<file path="src/sv/lpps_pkg.sv">
// Shared types, constants, degree helper and reciprocal tables for the pair-score block.
`default_nettype none

package lpps_pkg;

    localparam int MaxVertices = 1024;
    localparam int MaxEntries  = 8192;
    localparam int MaxDegree   = 256;
    localparam logic [31:0] Ln2Q32 = 32'hB17217F8;

    typedef enum logic [1:0] {
        OP_WR_OFF = 2'd0,
        OP_WR_NB  = 2'd1,
        OP_QUERY  = 2'd2
    } op_t;

    typedef struct packed {
        op_t         operation;
        logic [12:0] address;
        logic [13:0] write_value;
        logic [9:0]  first_vertex;
        logic [9:0]  second_vertex;
    } in_t;

    typedef struct packed {
        logic [9:0]  vertex_a;
        logic [9:0]  vertex_b;
        logic [16:0] jaccard_score;
        logic [31:0] resource_allocation;
        logic [31:0] adamic_adar;
        logic [16:0] attachment_product;
        logic [16:0] shared_count;
        logic        jaccard_invalid;
        logic        sum_saturated;
        logic        degree_overflow;
    } out_t;

    typedef struct packed {
        logic capture;
        logic wr_off;
        logic wr_nb;
        logic rd_off_a;
        logic lat_a;
        logic lat_b;
        logic rd_nb;
        logic cnt_inc;
        logic rd_off_x;
        logic ld_dx_off;
        logic ld_dx_a;
        logic ld_dx_b;
        logic tbl_rd;
        logic acc_add;
        logic step;
        logic sl_bump;
        logic div_init;
        logic div_step;
        logic load_out;
    } ctrl_cmd_t;

    typedef struct packed {
        logic pair_empty;
        logic match;
        logic last_pair;
        logic self_loop;
        logic div_done;
    } ctrl_stat_t;

    typedef struct packed {
        logic       ovf;
        logic [8:0] deg;
    } deg_t;

    typedef logic [16:0] term_tbl_t [0:MaxDegree];

    // degree from a start/end offset pair, clamped to MaxDegree
    function automatic deg_t calc_degree(input logic [13:0] s, input logic [13:0] e);
        deg_t        r;
        logic [13:0] diff;
        diff  = e - s;
        r.ovf = 1'b0;
        r.deg = '0;
        if (e > s) begin
            if (diff > 14'(MaxDegree)) begin
                r.deg = 9'(MaxDegree);
                r.ovf = 1'b1;
            end else begin
                r.deg = diff[8:0];
            end
        end
        return r;
    endfunction

    // shift-subtract quotient, elaboration only
    function automatic logic [63:0] udiv64(input logic [63:0] n, input logic [63:0] d);
        logic [64:0] r;
        logic [63:0] q;
        r = '0;
        q = '0;
        for (int b = 63; b >= 0; b--) begin
            r = {r[63:0], n[b]};
            if (r >= {1'b0, d}) begin
                r    = r - {1'b0, d};
                q[b] = 1'b1;
            end
        end
        return q;
    endfunction

    // floor(2^16 / ln d), ln from log2 by repeated squaring
    function automatic logic [63:0] inv_log_q16(input int unsigned d);
        logic [63:0] m;
        logic [63:0] frac;
        logic [63:0] lnq;
        int unsigned k;
        k = 0;
        for (int b = 1; b < 32; b++) begin
            if ((d >> b) != 0) k = b;
        end
        m    = 64'(d) << (31 - k);
        frac = '0;
        for (int i = 0; i < 32; i++) begin
            m    = (m * m) >> 31;
            frac = frac << 1;
            if (m >= 64'h1_0000_0000) begin
                frac[0] = 1'b1;
                m       = m >> 1;
            end
        end
        lnq = 64'(k) * 64'(Ln2Q32) + ((frac * 64'(Ln2Q32)) >> 32);
        return udiv64(64'd1 << 48, lnq);
    endfunction

    function automatic term_tbl_t build_ra_tbl();
        term_tbl_t t;
        for (int d = 0; d <= MaxDegree; d++) begin
            t[d] = (d == 0) ? 17'd0 : 17'(udiv64(64'd65536, 64'(d)));
        end
        return t;
    endfunction

    function automatic term_tbl_t build_aa_tbl();
        term_tbl_t t;
        for (int d = 0; d <= MaxDegree; d++) begin
            t[d] = (d < 2) ? 17'd0 : 17'(inv_log_q16(d));
        end
        return t;
    endfunction

    localparam term_tbl_t RaTbl = build_ra_tbl();
    localparam term_tbl_t AaTbl = build_aa_tbl();

endpackage

`default_nettype wire

</file>
<file path="src/sv/lpps_ctrl.sv">
// Sequencer for store writes, the pair walk, self-loop terms, divide and output.
`default_nettype none

module lpps_ctrl (
    input  wire logic                  aclk,
    input  wire logic                  aresetn,
    input  wire logic                  s_valid,
    output logic                       s_ready,
    input  wire lpps_pkg::op_t         operation,
    output logic                       m_valid,
    input  wire logic                  m_ready,
    input  wire lpps_pkg::ctrl_stat_t  stat,
    output lpps_pkg::ctrl_cmd_t        cmd
);
    import lpps_pkg::*;

    typedef enum logic [14:0] {
        S_IDLE = 15'(1) << 0,
        S_RDA  = 15'(1) << 1,
        S_RDB  = 15'(1) << 2,
        S_LATB = 15'(1) << 3,
        S_CHK  = 15'(1) << 4,
        S_NBRD = 15'(1) << 5,
        S_CMP  = 15'(1) << 6,
        S_DEG  = 15'(1) << 7,
        S_TBL  = 15'(1) << 8,
        S_ADD  = 15'(1) << 9,
        S_SLA  = 15'(1) << 10,
        S_SLB  = 15'(1) << 11,
        S_JAC  = 15'(1) << 12,
        S_DIV  = 15'(1) << 13,
        S_FIN  = 15'(1) << 14
    } state_t;

    typedef enum logic [1:0] {
        TERM_PAIR   = 2'd0,
        TERM_SELF_A = 2'd1,
        TERM_SELF_B = 2'd2
    } term_t;

    state_t state_reg, state_next;
    term_t  term_reg, term_next;
    logic   m_valid_reg, m_valid_next;
    logic   accept;

    assign s_ready = (state_reg == S_IDLE);
    assign accept  = s_valid && s_ready;
    assign m_valid = m_valid_reg;

    always_comb begin
        cmd        = '0;
        state_next = state_reg;
        term_next  = term_reg;
        unique case (state_reg)
            S_IDLE: begin
                if (accept) begin
                    unique case (operation)
                        OP_WR_OFF: cmd.wr_off = 1'b1;
                        OP_WR_NB:  cmd.wr_nb  = 1'b1;
                        OP_QUERY: begin
                            cmd.capture = 1'b1;
                            state_next  = S_RDA;
                        end
                        default: ;
                    endcase
                end
            end
            S_RDA: begin
                cmd.rd_off_a = 1'b1;
                state_next   = S_RDB;
            end
            S_RDB: begin
                cmd.lat_a  = 1'b1;
                state_next = S_LATB;
            end
            S_LATB: begin
                cmd.lat_b  = 1'b1;
                state_next = S_CHK;
            end
            S_CHK: begin
                state_next = stat.pair_empty ? S_SLA : S_NBRD;
            end
            S_NBRD: begin
                cmd.rd_nb  = 1'b1;
                state_next = S_CMP;
            end
            S_CMP: begin
                if (stat.match) begin
                    cmd.cnt_inc  = 1'b1;
                    cmd.rd_off_x = 1'b1;
                    term_next    = TERM_PAIR;
                    state_next   = S_DEG;
                end else begin
                    cmd.step   = 1'b1;
                    state_next = stat.last_pair ? S_SLA : S_NBRD;
                end
            end
            S_DEG: begin
                cmd.ld_dx_off = 1'b1;
                state_next    = S_TBL;
            end
            S_TBL: begin
                cmd.tbl_rd = 1'b1;
                state_next = S_ADD;
            end
            S_ADD: begin
                cmd.acc_add = 1'b1;
                case (term_reg)
                    TERM_PAIR: begin
                        cmd.step   = 1'b1;
                        state_next = stat.last_pair ? S_SLA : S_NBRD;
                    end
                    TERM_SELF_A: state_next = S_SLB;
                    default:     state_next = S_JAC;
                endcase
            end
            S_SLA: begin
                if (stat.self_loop) begin
                    cmd.sl_bump = 1'b1;
                    cmd.ld_dx_a = 1'b1;
                    term_next   = TERM_SELF_A;
                    state_next  = S_TBL;
                end else begin
                    state_next = S_JAC;
                end
            end
            S_SLB: begin
                cmd.ld_dx_b = 1'b1;
                term_next   = TERM_SELF_B;
                state_next  = S_TBL;
            end
            S_JAC: begin
                cmd.div_init = 1'b1;
                state_next   = S_DIV;
            end
            S_DIV: begin
                cmd.div_step = 1'b1;
                if (stat.div_done) state_next = S_FIN;
            end
            S_FIN: begin
                if (!m_valid_reg || m_ready) begin
                    cmd.load_out = 1'b1;
                    state_next   = S_IDLE;
                end
            end
            default: state_next = S_IDLE;
        endcase
    end

    always_comb begin
        if (cmd.load_out) m_valid_next = 1'b1;
        else if (m_ready) m_valid_next = 1'b0;
        else              m_valid_next = m_valid_reg;
    end

    always_ff @(posedge aclk) begin
        if (!aresetn) begin
            state_reg   <= S_IDLE;
            term_reg    <= TERM_PAIR;
            m_valid_reg <= 1'b0;
        end else begin
            state_reg   <= state_next;
            term_reg    <= term_next;
            m_valid_reg <= m_valid_next;
        end
    end

`ifndef ASSERT_OFF
    a_no_overwrite: assert property (@(posedge aclk) disable iff (!aresetn)
        cmd.load_out |-> (!m_valid_reg || m_ready))
        else $error("result register overwritten before taken");

    a_add_after_tbl: assert property (@(posedge aclk) disable iff (!aresetn)
        cmd.acc_add |-> $past(cmd.tbl_rd))
        else $error("accumulate without table read");

    a_query_start: assert property (@(posedge aclk) disable iff (!aresetn)
        (accept && operation == OP_QUERY) |=> (state_reg == S_RDA))
        else $error("query did not start offset read");

    a_div_hold: assert property (@(posedge aclk) disable iff (!aresetn)
        (state_reg == S_DIV && !stat.div_done) |=> (state_reg == S_DIV))
        else $error("divide left early");
`endif

endmodule

`default_nettype wire

</file>
<file path="config.mk">
export PLATFORM = sky130hd
export DESIGN_NAME = lpps_ctrl
export DESIGN_NICKNAME = d
export VERILOG_FILES = /design/src/sv/lpps_pkg.sv /design/src/sv/lpps_ctrl.sv
export SDC_FILE = /design/constraint.sdc
export NUM_CORES = 1
export LEC_CHECK = 0
export BUFFER_PORTS_ARGS = -buffer_cell sky130_fd_sc_hd__buf_2
export CORE_MARGIN = 2
export CORE_UTILIZATION = 55
export DETAILED_ROUTE_END_ITERATION = 10
export GPL_ROUTABILITY_DRIVEN = 0
export GPL_TIMING_DRIVEN = 0
export PLACE_DENSITY = 0.94
export SLEW_MARGIN = 20
export SYNTH_ARGS = -nofsm -noshare
export SYNTH_HDL_FRONTEND = slang
export SYNTH_SLANG_ARGS = --single-unit
export TNS_END_PERCENT = 10
</file>
<file path="constraint.sdc">
create_clock -name aclk -period 3.6 [get_ports aclk]
set_clock_uncertainty 0.1 [all_clocks]
set_input_delay 0.54 -clock aclk [delete_from_list [all_inputs] [get_ports aclk]]
set_output_delay 0.54 -clock aclk [all_outputs]
set_load 0.005 [all_outputs]
</file>
==> metrics.txt <==
status=complete, no violations; Placed Cells=195; critical-path cell list=clkbuf_2 > nor4_4 > nand3_4 > or4b_4 > nor2b_1 > buf_4 > buf_2; Crit. End Element=output pin; DRC=0; Post-CTS Repair Setup Buffers=0; root buffer cell=clkbuf_4; clk_lat worst skew=0.30 ns; Synth Area in Compound Gates=11.7%; critical path class=reg -> out; Syn-to-layout area delta=19.0%; Simple-Gate Fraction of Synth Area=47.7%; P per Cell Area=345 nW/µm²; Yosys reg bits=18; largest net degree at the start of global routing=11; largest family of logic cells by synthesized area=simple AND/OR/NAND/NOR gates; DR iter-0 viols=22; Seq/Total Area, Yosys=around 31%; Tightest Hold Check Type=in -> reg; routed wire length=2.72 mm; core area=1980 µm²; Initial Utilization=58.3%; Sw Ratio=32.3%; Die Ht=49.8 µm; Yosys Warn Count=0; count leader, synth=dfxtp_1; FP Rows=16; Avg Vias per Cell=5.87; Worst R2R Path Depth=7; dpl hpwl=2.09 mm; Post-Layout Cell Count=199; max cap viols=0; Post-synth ARST share=0%; period utilisation layout=between 80% and 90%; worst path buffer plus inverter count=3; Levels on crit path=7; CTS max path bufs=2; Int Pwr=roughly 320 µW; Startpoint Class=register; synthesized instance count=138; CTS clk-pin slew, worst paths=0.11 ns; Psw=153 µW; Top FF cell, synth=dfxtp_1; GRT Util Overall=about a quarter; DR vias=1,168; r2r startpoint=state_reg[14]; Pwr Total=about 470 µW; Synth area leaders=dfxtp_1 31%, nor4b_1 4.5%, nor3_1 3.9%, nor4_4 3.7%, nor2_1 3.6%; Final Hold Vio Count=0; Largest register FFs=15; Critical Path Start=state_reg[4]; area share of fa/ha/maj cells after synthesis=0%; share of the synthesized area in the top cell type=between 30% and 40%; Critical Path Max Stage Delay=approximately 0.52 ns; CTS sink cnt=18; Leak Pwr=0.608 nW; Synth area leader=dfxtp_1; crit path DAT=2.35 ns; CTS buffer count=3; Reg2Reg Setup Slack=1.45 ns; CTS hold repair buffers=0; CP max stage cell=nor4_4; Final Net Count=184; Logic pwr share=27.5%; FMAX=334 MHz; cell family with most CP delay=simple AND/OR/NAND/NOR gates; Die X=49.8 µm; Setup Viol. Count Final=0; mux contribution to synthesized area=0%; cells resized by post-CTS repair=0; mapped cell area=1160 µm²; Clock Power Share=27.8%; end point of the critical path=cmd[0]; WP data required=2.96 ns; vias in the first global route=about 1,100; Slew Viols, Final=0; wire length per cell=between 10 and 15 µm; syn nets=around 150; post-synthesis area per instance=8.38 µm²; port bufs=30; CTS tree=built; I/O pins=32; Slew headroom=62.0%; hold_ws=0.365 ns; antenna violations before repair=0; die area=2480 µm²; first-pass GRT wire length=4.49 mm; remaining global-route overflow=0; maximum VDD drop=around 0.22 mV; RSZ-0062 raised after global routing=no; share of cells above drive strength 1=26.7%; Post-Synth XOR/XNOR Area=3.03%; Antenna Nets Post-Route=0; minimum clock period=2.99 ns; worst-margin pin slew=approximately 0.56 ns; number of synthesized flops with an enable pin=0; crit-path max FO=7; FF-to-FF End=state_reg[14]; DRT Pass-1 Iters=4; H-Tree Depth=1; ant diodes=0; Yosys cell types=44; sequential power share=44.8%; setup TNS=0 ns; most frequent cells after synthesis=18 x dfxtp_1, 11 x nor2_1, 10 x nand2_1
[worst register-to-register path, cell delays in order, from the launching register on]
cell	delay, ns
dfxtp_1	0.33
clkbuf_1	0.19
nor3_1	0.53
nand4_1	0.25
inv_1	0.18
o2bb2ai_1	0.21
nor4_1	0.09
o21a_1	0.19
[placed cells by master, fill, tap and decap left out, types with 5 or more instances in the layout]
cell type,Yosys,layout
buf_2,1,31
nand2_1,10,10
dfxtp_1,18,18
nor2_1,11,11
nand2b_1,5,5
nor3_1,9,9
nor4b_1,6,6
nor4_1,6,6
nand3_1,5,5
inv_1,7,7
and2_1,6,6
[metal layers]
layer / vias to the layer above / share of wire (%) / track usage [%]
met3: 7 / 4.2 / 3.64
met1: 551 / 44 / 28.3
met5: - / 0 / 0
met2: 35 / 50 / 41.3
met4: 0 / 2.0 / 8.80
li1: 575 / - / -
[power by group through the flow]
stage / Clock (mW) / Combinational, mW / Sequential, mW
2_1_floorplan: 0 / 0.0943 / 0.215
3_3_place_gp: 0 / 0.123 / 0.216
3_5_place_dp: 0 / 0.127 / 0.217
4_1_cts: 0.131 / 0.128 / 0.212
5_1_grt: 0.138 / 0.144 / 0.213
6_report: 0.132 / 0.130 / 0.212
[cell type report]
| class | instances | area (µm²) |
|---|---|---|
| inverters | 7 | 26.3 |
| plain buffers | 9 | 47.5 |
| well taps | 27 | 33.8 |
| clock buffers | 4 | 36.3 |
| multi-input cells | 104 | 722 |
| flip-flops and latches | 18 | 360 |
| fillers | 147 | 606 |
| repair buffers | 30 | 150 |
[worst min-delay path by stage]
| stage | slack, ns | cells past startpoint | startpoint | to |
|---|---|---|---|---|
| 2_1_floorplan | 0.36 | 2 | term_reg[1] | state_reg[12] |
| 3_3_place_gp | 0.38 | 2 | term_reg[0] | term_reg[0] |
| 3_5_place_dp | 0.39 | 2 | term_reg[0] | term_reg[0] |
| 4_1_cts | 0.37 | 2 | stat[4] | state_reg[10] |
| 5_1_grt | 0.38 | 2 | stat[4] | state_reg[10] |
| 6_report | 0.37 | 2 | stat[4] | state_reg[10] |
[through the flow]
| step | util (%) | setup slack, ns | area (µm²) |
|---|---|---|---|
| floorplan | - | 1.25 | 1160 |
| global placement | 67.6 | 1.02 | 1340 |
| detailed placement | 67.6 | 0.962 | 1340 |
| CTS | 69.4 | 0.594 | 1380 |
| global route | 69.4 | 0.483 | 1380 |
| finish | 69.4 | 0.610 | 1380 |
[cell families after synthesis]
family	Yosys count
buffers and inverters	16
XOR/XNOR	4
AND/OR/NAND/NOR	83
AO/OA/AOI/OAI	17
flip-flops	18
(Power assumes the default switching activity.)
